`src/rtl/core/vgm_pkg.sv`:
```
// Shared types and constants of the voxel greedy mesher.
package vgm_pkg;

    localparam logic [1:0] OP_WRITE   = 2'd0;
    localparam logic [1:0] OP_FETCH   = 2'd1;
    localparam logic [1:0] OP_RESTART = 2'd2;

    typedef enum logic [3:0] {
        ST_CLEAR,
        ST_IDLE,
        ST_TOP,
        ST_B_RA,
        ST_B_RB,
        ST_B_WR,
        ST_SC_RD,
        ST_SC_CHK,
        ST_WX_RD,
        ST_WX_CHK,
        ST_HT_RD,
        ST_HT_CHK,
        ST_CL,
        ST_EMIT
    } t_state;

    typedef struct packed {
        logic [7:0] block_type;
        logic [2:0] side;
        logic [4:0] origin_x;
        logic [4:0] origin_y;
        logic [4:0] origin_z;
        logic [4:0] extent_u;
        logic [4:0] extent_v;
        logic       back_face;
        logic       done_res;
    } t_quad;

endpackage

```
`src/rtl/core/vgm_seq.sv`:
```
// Sweep sequencer: clears the chunk, builds plane masks and grows merged quads.
module vgm_seq import vgm_pkg::*; #(
    parameter int SIZE_X = 16,
    parameter int SIZE_Y = 16,
    parameter int SIZE_Z = 16,
    localparam int MAXS = (SIZE_X > SIZE_Y) ? ((SIZE_X > SIZE_Z) ? SIZE_X : SIZE_Z)
                                            : ((SIZE_Y > SIZE_Z) ? SIZE_Y : SIZE_Z),
    localparam int CW = $clog2(MAXS + 1),
    localparam int VDEPTH = SIZE_X * SIZE_Y * SIZE_Z,
    localparam int VAW = $clog2(VDEPTH),
    localparam int PXY = SIZE_X * SIZE_Y,
    localparam int PYZ = SIZE_Y * SIZE_Z,
    localparam int PZX = SIZE_Z * SIZE_X,
    localparam int MDEPTH = (PXY > PYZ) ? ((PXY > PZX) ? PXY : PZX)
                                        : ((PYZ > PZX) ? PYZ : PZX),
    localparam int MAW = $clog2(MDEPTH)
) (
    input  logic           i_clk,
    input  logic           i_rst_n,
    input  logic           i_valid,
    output logic           o_ready,
    input  logic [1:0]     i_op,
    input  logic [3:0]     i_pos_x,
    input  logic [3:0]     i_pos_y,
    input  logic [3:0]     i_pos_z,
    input  logic [7:0]     i_voxel_type,
    input  logic           i_out_free,
    output logic           o_emit,
    output t_quad          o_quad,
    output logic           o_vox_we,
    output logic [VAW-1:0] o_vox_waddr,
    output logic [7:0]     o_vox_wdata,
    output logic [VAW-1:0] o_vox_raddr,
    input  logic [7:0]     i_vox_rdata,
    output logic           o_msk_we,
    output logic [MAW-1:0] o_msk_addr,
    output logic [7:0]     o_msk_wdata,
    input  logic [7:0]     i_msk_rdata
);

    t_state r_state, n_state;
    logic [VAW-1:0] r_clr, n_clr;
    logic           r_pass_back, n_pass_back;
    logic [1:0]     r_axis, n_axis;
    logic [CW:0]    r_slice, n_slice;
    logic [CW-1:0]  r_row, n_row, r_col, n_col;
    logic           r_done, n_done, r_mvalid, n_mvalid, r_isdone, n_isdone;
    logic [CW-1:0]  r_w, n_w, r_h, n_h, r_k, n_k, r_l, n_l;
    logic [7:0]     r_t, n_t, r_va, n_va;

    logic [CW-1:0]  su, sv, sd, cd, cx, cy, cz, roff, coff;
    logic [CW:0]    s1, mrow, mcol;
    logic [2*CW+1:0] mprod;
    logic [31:0]    vsum_r, vsum_w;
    logic           acc, wr_in, col_end, row_end, wx_in, ht_in, k_last, l_last, b_last;
    logic           b_ok, clr_last;
    logic [7:0]     vb;

    always_comb begin
        case (r_axis)
            2'd1:    begin sd = CW'(SIZE_Y); su = CW'(SIZE_Z); sv = CW'(SIZE_X); end
            2'd2:    begin sd = CW'(SIZE_Z); su = CW'(SIZE_X); sv = CW'(SIZE_Y); end
            default: begin sd = CW'(SIZE_X); su = CW'(SIZE_Y); sv = CW'(SIZE_Z); end
        endcase
    end

    assign s1       = r_slice + 1'b1;
    assign acc      = i_valid && (r_state == ST_IDLE);
    assign wr_in    = (32'(i_pos_x) < SIZE_X) && (32'(i_pos_y) < SIZE_Y)
                      && (32'(i_pos_z) < SIZE_Z);
    assign col_end  = r_col >= su;
    assign row_end  = r_row >= sv;
    assign wx_in    = ({1'b0, r_col} + {1'b0, r_w}) < {1'b0, su};
    assign ht_in    = ({1'b0, r_row} + {1'b0, r_h}) < {1'b0, sv};
    assign k_last   = ({1'b0, r_k} + 1'b1) == {1'b0, r_w};
    assign l_last   = ({1'b0, r_l} + 1'b1) == {1'b0, r_h};
    assign b_last   = (({1'b0, r_col} + 1'b1) == {1'b0, su})
                      && (({1'b0, r_row} + 1'b1) == {1'b0, sv});
    assign b_ok     = s1 < {1'b0, sd};
    assign clr_last = r_clr == VAW'(VDEPTH - 1);
    assign vb       = b_ok ? i_vox_rdata : 8'd0;

    // Voxel read coordinates: the near voxel first, then the far one.
    assign cd = (r_state == ST_B_RB) ? s1[CW-1:0] : r_slice[CW-1:0];
    always_comb begin
        case (r_axis)
            2'd1:    begin cx = r_row; cy = cd;    cz = r_col; end
            2'd2:    begin cx = r_col; cy = r_row; cz = cd;    end
            default: begin cx = cd;    cy = r_col; cz = r_row; end
        endcase
    end
    assign vsum_r = (32'(cx) * 32'(SIZE_Y) + 32'(cy)) * 32'(SIZE_Z) + 32'(cz);
    assign vsum_w = (32'(i_pos_x) * 32'(SIZE_Y) + 32'(i_pos_y)) * 32'(SIZE_Z)
                    + 32'(i_pos_z);
    assign o_vox_raddr = vsum_r[VAW-1:0];

    // Mask address: row and column offsets depend on the scan phase.
    always_comb begin
        case (r_state)
            ST_WX_RD: begin roff = '0;  coff = r_w; end
            ST_HT_RD: begin roff = r_h; coff = r_k; end
            ST_CL:    begin roff = r_l; coff = r_k; end
            default:  begin roff = '0;  coff = '0;  end
        endcase
    end
    assign mrow = {1'b0, r_row} + {1'b0, roff};
    assign mcol = {1'b0, r_col} + {1'b0, coff};
    assign mprod = (2*CW+2)'(mrow) * (2*CW+2)'(su) + (2*CW+2)'(mcol);
    assign o_msk_addr = mprod[MAW-1:0];

    assign o_ready = r_state == ST_IDLE;

    always_comb begin
        n_state = r_state;
        case (r_state)
            ST_CLEAR:  if (clr_last) n_state = ST_IDLE;
            ST_IDLE:   if (acc && i_op == OP_FETCH) n_state = ST_TOP;
            ST_TOP: begin
                if (r_done) n_state = ST_EMIT;
                else if (!r_mvalid) n_state = ST_B_RA;
                else n_state = ST_SC_RD;
            end
            ST_B_RA:   n_state = ST_B_RB;
            ST_B_RB:   n_state = ST_B_WR;
            ST_B_WR:   n_state = b_last ? ST_SC_RD : ST_B_RA;
            ST_SC_RD: begin
                if (row_end) n_state = ST_TOP;
                else if (!col_end) n_state = ST_SC_CHK;
            end
            ST_SC_CHK: n_state = (i_msk_rdata == 8'd0) ? ST_SC_RD : ST_WX_RD;
            ST_WX_RD:  n_state = wx_in ? ST_WX_CHK : ST_HT_RD;
            ST_WX_CHK: n_state = (i_msk_rdata == r_t) ? ST_WX_RD : ST_HT_RD;
            ST_HT_RD:  n_state = ht_in ? ST_HT_CHK : ST_CL;
            ST_HT_CHK: n_state = (i_msk_rdata != r_t) ? ST_CL : ST_HT_RD;
            ST_CL:     if (k_last && l_last) n_state = ST_EMIT;
            ST_EMIT:   if (i_out_free) n_state = ST_IDLE;
            default:   n_state = ST_IDLE;
        endcase
    end

    always_comb begin
        n_clr = r_clr;
        n_pass_back = r_pass_back;
        n_axis = r_axis;
        n_slice = r_slice;
        n_row = r_row;
        n_col = r_col;
        n_done = r_done;
        n_mvalid = r_mvalid;
        n_isdone = r_isdone;
        n_w = r_w;
        n_h = r_h;
        n_k = r_k;
        n_l = r_l;
        n_t = r_t;
        n_va = r_va;
        o_vox_we = 1'b0;
        o_vox_waddr = vsum_w[VAW-1:0];
        o_vox_wdata = i_voxel_type;
        o_msk_we = 1'b0;
        o_msk_wdata = 8'd0;
        o_emit = 1'b0;
        case (r_state)
            ST_CLEAR: begin
                o_vox_we = 1'b1;
                o_vox_waddr = r_clr;
                o_vox_wdata = 8'd0;
                n_clr = r_clr + 1'b1;
            end
            ST_IDLE: begin
                if (acc && i_op == OP_WRITE) begin
                    o_vox_we = wr_in;
                end
                if (acc && i_op == OP_RESTART) begin
                    n_pass_back = 1'b1;
                    n_axis = 2'd0;
                    n_slice = '1;
                    n_row = '0;
                    n_col = '0;
                    n_done = 1'b0;
                    n_mvalid = 1'b0;
                end
            end
            ST_TOP: begin
                n_isdone = r_done;
                if (!r_done && !r_mvalid) begin
                    n_row = '0;
                    n_col = '0;
                end
            end
            ST_B_RB: n_va = r_slice[CW] ? 8'd0 : i_vox_rdata;
            ST_B_WR: begin
                o_msk_we = 1'b1;
                o_msk_wdata = (r_va == vb) ? 8'd0 : (r_pass_back ? vb : r_va);
                if (b_last) begin
                    n_row = '0;
                    n_col = '0;
                    n_mvalid = 1'b1;
                end else if (({1'b0, r_col} + 1'b1) == {1'b0, su}) begin
                    n_col = '0;
                    n_row = r_row + 1'b1;
                end else begin
                    n_col = r_col + 1'b1;
                end
            end
            ST_SC_RD: begin
                if (row_end) begin
                    n_mvalid = 1'b0;
                    if (b_ok) begin
                        n_slice = s1;
                    end else begin
                        n_slice = '1;
                        if (r_axis != 2'd2) begin
                            n_axis = r_axis + 1'b1;
                        end else begin
                            n_axis = 2'd0;
                            if (r_pass_back) n_pass_back = 1'b0;
                            else n_done = 1'b1;
                        end
                    end
                end else if (col_end) begin
                    n_col = '0;
                    n_row = r_row + 1'b1;
                end
            end
            ST_SC_CHK: begin
                if (i_msk_rdata == 8'd0) begin
                    n_col = r_col + 1'b1;
                end else begin
                    n_t = i_msk_rdata;
                    n_w = CW'(1);
                end
            end
            ST_WX_RD: begin
                if (!wx_in) begin
                    n_h = CW'(1);
                    n_k = '0;
                end
            end
            ST_WX_CHK: begin
                if (i_msk_rdata == r_t) begin
                    n_w = r_w + 1'b1;
                end else begin
                    n_h = CW'(1);
                    n_k = '0;
                end
            end
            ST_HT_RD: begin
                if (!ht_in) begin
                    n_k = '0;
                    n_l = '0;
                end
            end
            ST_HT_CHK: begin
                if (i_msk_rdata != r_t) begin
                    n_k = '0;
                    n_l = '0;
                end else if (k_last) begin
                    n_h = r_h + 1'b1;
                    n_k = '0;
                end else begin
                    n_k = r_k + 1'b1;
                end
            end
            ST_CL: begin
                o_msk_we = 1'b1;
                if (k_last) begin
                    n_k = '0;
                    n_l = r_l + 1'b1;
                end else begin
                    n_k = r_k + 1'b1;
                end
            end
            ST_EMIT: begin
                if (i_out_free) begin
                    o_emit = 1'b1;
                    if (!r_isdone) n_col = r_col + r_w;
                end
            end
            default: ;
        endcase
    end

    // Result fields; a done result carries zeros apart from its flag.
    always_comb begin
        o_quad = '0;
        o_quad.done_res = r_isdone;
        if (!r_isdone) begin
            o_quad.block_type = r_t;
            o_quad.side = {r_axis, !r_pass_back};
            o_quad.extent_u = 5'(r_w);
            o_quad.extent_v = 5'(r_h);
            o_quad.back_face = r_pass_back;
            case (r_axis)
                2'd1: begin
                    o_quad.origin_x = 5'(r_row);
                    o_quad.origin_y = 5'(s1);
                    o_quad.origin_z = 5'(r_col);
                end
                2'd2: begin
                    o_quad.origin_x = 5'(r_col);
                    o_quad.origin_y = 5'(r_row);
                    o_quad.origin_z = 5'(s1);
                end
                default: begin
                    o_quad.origin_x = 5'(s1);
                    o_quad.origin_y = 5'(r_col);
                    o_quad.origin_z = 5'(r_row);
                end
            endcase
        end
    end

    always_ff @(posedge i_clk) begin
        if (!i_rst_n) begin
            r_state <= ST_CLEAR;
            r_clr <= '0;
            r_pass_back <= 1'b1;
            r_axis <= 2'd0;
            r_slice <= '1;
            r_row <= '0;
            r_col <= '0;
            r_done <= 1'b0;
            r_mvalid <= 1'b0;
            r_isdone <= 1'b0;
        end else begin
            r_state <= n_state;
            r_clr <= n_clr;
            r_pass_back <= n_pass_back;
            r_axis <= n_axis;
            r_slice <= n_slice;
            r_row <= n_row;
            r_col <= n_col;
            r_done <= n_done;
            r_mvalid <= n_mvalid;
            r_isdone <= n_isdone;
        end
    end

    always_ff @(posedge i_clk) begin
        r_w <= n_w;
        r_h <= n_h;
        r_k <= n_k;
        r_l <= n_l;
        r_t <= n_t;
        r_va <= n_va;
    end

endmodule

```
`config.mk`:
```
export PLATFORM = sky130hd
export DESIGN_NAME = vgm_seq
export DESIGN_NICKNAME = d
export VERILOG_FILES = /design/src/rtl/core/vgm_pkg.sv /design/src/rtl/core/vgm_seq.sv
export SDC_FILE = /design/constraint.sdc
export NUM_CORES = 1
export LEC_CHECK = 0
export BUFFER_PORTS_ARGS = -buffer_cell sky130_fd_sc_hd__buf_4
export CORE_UTILIZATION = 40
export CTS_BUF_LIST = sky130_fd_sc_hd__clkbuf_4 sky130_fd_sc_hd__clkbuf_8
export DETAILED_ROUTE_END_ITERATION = 6
export GPL_TIMING_DRIVEN = 1
export PLACE_DENSITY = 0.62
export SLEW_MARGIN = 20
export SYNTH_ARGS = -nofsm -noshare
export SYNTH_HDL_FRONTEND = slang
export SYNTH_SLANG_ARGS = --single-unit
```
`constraint.sdc`:
```
create_clock -name i_clk -period 3.4 [get_ports i_clk]
set_input_delay 0.51 -clock i_clk [delete_from_list [all_inputs] [get_ports i_clk]]
set_output_delay 0.51 -clock i_clk [all_outputs]
set_load 0.05 [all_outputs]
```
== Yosys cells after proc, flatten, opt, wreduce, memory -nomap -nowiden ==
Cells that the tools add are included.

* Register bits: 74
* Output and inout port bits: 90
* Logic and storage cells: 222

* Add/sub/neg operators: 23
* Magnitude comparators: 5
* Eq/ne operators: 52
* Mux-type cells: 89
* Bitwise logic cells: 1
* Reduce and logical (&&, ||, !) cells: 36

{| class="wikitable"
|+ Operator list
! operator !! number
|-
| two-way mux 5 bit || 27
|-
| one-hot mux 4 bit (14 select lines) || 1
|-
| inequality test 2 bit (second input constant) || 23
|-
| two-way mux 8 bit || 5
|-
| one-hot mux 5 bit (2 select lines) || 4
|-
| two-way mux 37 bit || 1
|-
| two-way mux 4 bit || 8
|-
| adder 5 x 1 -> 5 bit (second input constant) || 6
|-
| one-hot mux 15 bit (2 select lines) || 1
|-
| one-hot mux 5 bit (3 select lines) || 2
|-
| one-hot mux 5 bit (6 select lines) || 1
|-
| one-hot mux 5 bit (5 select lines) || 1
|-
| adder 5 x 1 -> 6 bit (second input constant) || 4
|-
| == test 4 bit (second input constant) || 6
|-
| one-hot mux 5 bit (4 select lines) || 1
|-
| adder 5 x 5 -> 6 bit || 3
|-
| < comparator 6 x 5 -> 1 bit (second input constant) || 3
|-
| two-way mux 6 bit || 3
|-
| == test 4 x 3 -> 1 bit (second input constant) || 4
|-
| == test 8 bit || 2
|-
| one-hot mux 4 bit (2 select lines) || 2
|-
| AND reduction 4 bit || 4
|-
| two-way mux 1 bit || 15
|-
| AND reduction 5 bit || 3
|-
| 44 further kinds || 76
|}

== Longest topological paths before layout ==
* Depth after elaboration: 6
* Mapped depth: 16
* Mapped depth without buffers: 15

== Least setup slack after synthesis ==
OpenSTA, ideal clock, no wires.

* Path type: reg-to-output
* Start: register r_state[2]
* End: output o_msk_addr[7]
* Data arrival time: 3387 ps
* Required time: 2890 ps
* Slack: -497 ps
* Cell stages (with the launch flop): 15
* Buffers on the path: 2
* Cells stage by stage: dfxtp_1 > clkbuf_1 > clkbuf_1 > nand3_1 > nand2_1 > a22oi_1 > fa_1 > inv_1 > ha_1 > inv_1 > nor2_1 > nor2_1 > nor2b_1 > o21ai_0 > xnor2_1

* Cells in the longest elaborated chain, start to end: 5
* Elaborated cells on any way between the ends: 9
* Those cells by class: add/sub: 3; eq/ne: 3; mux: 2; reduce/logical: 1

{| class="wikitable"
|+ Ends and longest elaborated chain
! what !! RTL line !! RTL
|-
| start, declared || vgm_seq.sv:41 || <nowiki>t_state r_state, n_state;</nowiki>
|-
| start signal, assigned || vgm_seq.sv:327 || <nowiki>r_state <= n_state;</nowiki>
|-
| == test 4 bit || vgm_seq.sv:99 || <nowiki>case (r_state)</nowiki>
|-
| OR reduction 2 bit (no line) || - ||
|-
| one-hot mux 5 bit (2 select lines) || vgm_seq.sv:99 ||
|-
| adder 5 x 5 -> 6 bit || vgm_seq.sv:107 || <nowiki>assign mcol = {1'b0, r_col} + {1'b0, coff};</nowiki>
|-
| adder 8 x 6 -> 8 bit (*) || vgm_seq.sv:108 || <nowiki>assign mprod = (2*CW+2)'(mrow) * (2*CW+2)'(su) + (2*CW+2)'(mcol);</nowiki>
|-
| end, declared || vgm_seq.sv:36 || <nowiki>output logic [MAW-1:0] o_msk_addr,</nowiki>
|}

Mark *: on every way between the ends. The rest lies on a longest branch, timed or not.

== Final worst setup path ==
* Start: register r_state[1]
* End: output o_vox_raddr[11]

* Cells in the longest elaborated chain, start to end: 5
* Elaborated cells on any way between the ends: 7
* Those cells by class: add/sub: 2; eq/ne: 1; mux: 4

{| class="wikitable"
|+ Ends and longest elaborated chain
! what !! RTL line !! RTL
|-
| == test 4 x 3 -> 1 bit (*) || vgm_seq.sv:84 || <nowiki>assign cd = (r_state == ST_B_RB) ? s1[CW-1:0] : r_slice[CW-1:0];</nowiki>
|-
| two-way mux 5 bit (*) || vgm_seq.sv:84 ||
|-
| one-hot mux 5 bit (2 select lines) / one-hot mux 4 bit (2 select lines) (equally long branches) || vgm_seq.sv:86 || <nowiki>case (r_axis)</nowiki>
|-
| adder 8 x 5 -> 8 bit || vgm_seq.sv:92 || <nowiki>assign vsum_r = (32'(cx) * 32'(SIZE_Y) + 32'(cy)) * 32'(SIZE_Z) + 32'(cz);</nowiki>
|-
| adder 12 x 5 -> 12 bit (*) || vgm_seq.sv:92 ||
|-
| end, declared || vgm_seq.sv:33 || <nowiki>output logic [VAW-1:0] o_vox_raddr,</nowiki>
|}

Marked as above.

==> results.json <==
{
  "grt_antenna_before_repair": 0,
  "fmax_mhz": 270,
  "nets": 1078,
  "hold_viol": 0,
  "max_stage_delay_ns": 0.62,
  "worstPathMaxFanout": 4,
  "netlist_area_um2": 6170,
  "worst_skew_pair.late_latency_ns": 0.37,
  "gp_congestion": 0.906,
  "grt_usage": 0.239,
  "min_path_type": "in2reg",
  "ir_drop_uv": 145,
  "cp_top_family": "simple AND/OR/NAND/NOR gates",
  "route.detailed.drc": 0,
  "core-area_um2": 15100,
  "setup_violations": 7,
  "syn_nets": 875,
  "ys_ff_latch": 73,
  "final_util": 0.577,
  "fin_skew_ns": 0.00991,
  "worstMarginPinSlew_ns": 0.815,
  "vias_per_cell": 5.48,
  "end_kind": "primary output",
  "dieArea_um2": 15900,
  "clockRootBuffer": "clkbuf_8",
  "cts_sinks": 73,
  "rows": 45,
  "cts_tree": "built",
  "min_period_over_period": 1.09,
  "clkTransAtPathRegs_ns": 0.08,
  "grt_pass1_vias": 6072,
  "nFillCells": 1414,
  "grt_max_degree": 27,
  "synth_top_area_share": 0.175,
  "worstSetupPathType": "reg2out",
  "required_ns": 2.89,
  "finalWorstSetupSlack_ns": -0.310,
  "htree_levels": 3,
  "p_per_area_nw_per_um2": 206,
  "cp_num_buf_inv": 4,
  "yosysTopAreaCell": "edfxtp_1",
  "arrival_ns": 3.20,
  "wl_mm": 19.0,
  "overflow": 0,
  "relSlewSlack": 0.456,
  "drt_first_iter_violations": 543,
  "violations": "negative setup slack",
  "ys_top_cells_by_count": "nand2_1 (99), nor2_1 (97), a21oi_1 (59)",
  "drive_gt1_frac": 0.320,
  "power_mw": 1.80,
  "synthTopCellsByArea": "edfxtp_1 (18%), dfxtp_1 (12%), ha_1 (7.5%)",
  "drtAntennaViolNets": 0,
  "cts_hold_buf": 0,
  "ys_seq_area_frac": 0.295,
  "firstDrtPassIters": 6,
  "n_antenna_cell": 0,
  "syn_inst": 792,
  "wl_per_cell_um": 16.0,
  "cp_common_cell": "buf_6",
  "cp_slowest_cell": "or4b_4",
  "vias": 6507,
  "p_leak_nw": 3.74,
  "final_max_slew_viol_count": 0,
  "hpwlAfterDp_mm": 14.0,
  "crit_chain": "buf_6 -> or4b_4 -> clkinv_4 -> mux2_4 -> o21a_1 -> buf_4 -> a221oi_4 -> xnor2_1 -> mux2i_2 -> xnor2_2 -> buf_6",
  "yosys_warnings": 0,
  "area_growth_pct": 41.6,
  "synth.avg_cell_area_um2": 7.79,
  "cts_made_buffers": 9,
  "initial_utilization": 0.408,
  "start_kind": "flip-flop",
  "status": "finished with violations",
  "synthFlopType": "dfxtp_1",
  "yosysMostFrequentCell": "nand2_1",
  "cts.path.max_buffers": 2,
  "placed_cell_area_um2": 7850,
  "rsz0062_at_grt": "true",
  "port_buffers": 131,
  "synth-edff-count": 36,
  "period_needed_ns": 3.71,
  "grt_pass1_wl_mm": 30.3,
  "die_h_um": 126,
  "synth.distinct_cells": 62,
  "final_area_um2": 8740,
  "maxCapViolCount": 0,
  "die_w_um": 126,
  "async_reset_ff_frac": 0,
  "io_pins": 132
}
-- worst paths after layout --
check / startpoint / to / slack, ns / cells after the start
max reg2reg: r_state[2] / r_k[4] / 0.20 / 21
min reg2reg: r_mvalid / r_mvalid / 0.49 / 2
max: r_state[1] / o_vox_raddr[11] / -0.31 / 11
min: i_msk_rdata[5] / r_t[5] / 0.34 / 1
-- registers in the layout (all words and copies together), names as in the netlist --
register / cells
r_axis: 2
r_state: 4
r_mvalid: 1
r_done: 1
r_va: 8
r_slice: 5
r_row: 5
r_k: 5
r_isdone: 1
r_w: 5
r_col: 5
r_clr: 12
r_pass_back: 1
r_l: 5
r_t: 8
r_h: 5
-- worst reg2reg max path, cell delays in order (launching register included) --
cell and delay (ns):
dfxtp_4 0.37, buf_4 0.15, nor2_4 0.14, nand2_2 0.10, buf_4 0.15, buf_6 0.10
buf_4 0.12, buf_4 0.12, buf_4 0.12, buf_4 0.12, buf_4 0.12, buf_4 0.12
buf_4 0.12, buf_4 0.12, buf_4 0.12, buf_4 0.12, buf_4 0.12, buf_4 0.12
buf_4 0.12, buf_4 0.15, o32ai_4 0.12, nor2_2 0.13
-- power breakdown --
| group | internal [mW] | total (mW) | switching [mW] |
|---|---|---|---|
| combinational | 0.0504 | 0.101 | 0.0502 |
| sequential | 0.914 | 0.918 | 0.00391 |
| clock | 0.428 | 0.777 | 0.349 |
| total | 1.39 | 1.80 | 0.403 |
-- cells by family (layout without fill, tap and decap cells) --
logic type | after synthesis | in the layout | synth area share
AOI/OAI and AO/OA | 167 | 167 | 0.172
xor gates and xnor gates | 70 | 70 | 0.0993
adders and majority gates | 41 | 41 | 0.0880
buffers and inverters | 67 | 275 | 0.0436
DFF | 73 | 73 | 0.295
muxes | 9 | 9 | 0.0150
and+or+nand+nor | 365 | 365 | 0.287
-- layer usage --
metal | wire, um | global-route usage | up-vias
li1 | - | - | 3214
met1 | 8440 | 0.301 | 3024
met3 | 1090 | 0.0476 | 31
met4 | 442 | 0.0794 | 0
met5 | 0 | 0 | -
met2 | 9030 | 0.407 | 238
-- metrics by stage --
step	TNS [ns]	hold slack, ns	instances	worst slack (ns)
floorplan	-0.673	0.444	792	-0.250
global placement	-0.225	0.462	1145	-0.101
detailed placement	-0.383	0.469	1145	-0.157
CTS	-1.11	0.326	1186	-0.322
global route	-2.23	0.324	1188	-0.456
finish	-1.10	0.342	1188	-0.310
-- layout by cell type, fill, tap and decap left out, types with 15 or more instances in the layout --
cell | netlist | routed
nor2_1 | 97 | 88
o21ai_0 | 29 | 28
dfxtp_1 | 37 | 33
edfxtp_1 | 36 | 36
xor2_1 | 35 | 35
ha_1 | 37 | 27
nor2b_1 | 41 | 40
inv_1 | 20 | 15
buf_6 | 1 | 22
xnor2_1 | 35 | 26
nand3_1 | 38 | 38
buf_4 | 1 | 212
nor3_1 | 22 | 21
a31oi_1 | 17 | 17
nand2_1 | 99 | 93
a21oi_1 | 59 | 56
-- layout make-up --
cell class                      instances  area (um2)  share of cell area
Inverter                               23        91.3              0.0105
Tap cell                              188         235              0.0269
Timing Repair Buffer                  236        1870               0.214
Sequential cell                        73        1840               0.210
Clock inverter                          6        81.3             0.00931
Clock buffer                           10         138              0.0157
Multi-Input combinational cell        652        4480               0.513
-- what timing repair did --
item / CTS / global route
setup endpoints to repair: 11 / 22
setup buffers: 26 / 9
gates resized for setup: 77 / 24
pin swaps: 28 / 27
Note: power is estimated with default switching activity, not from simulation.
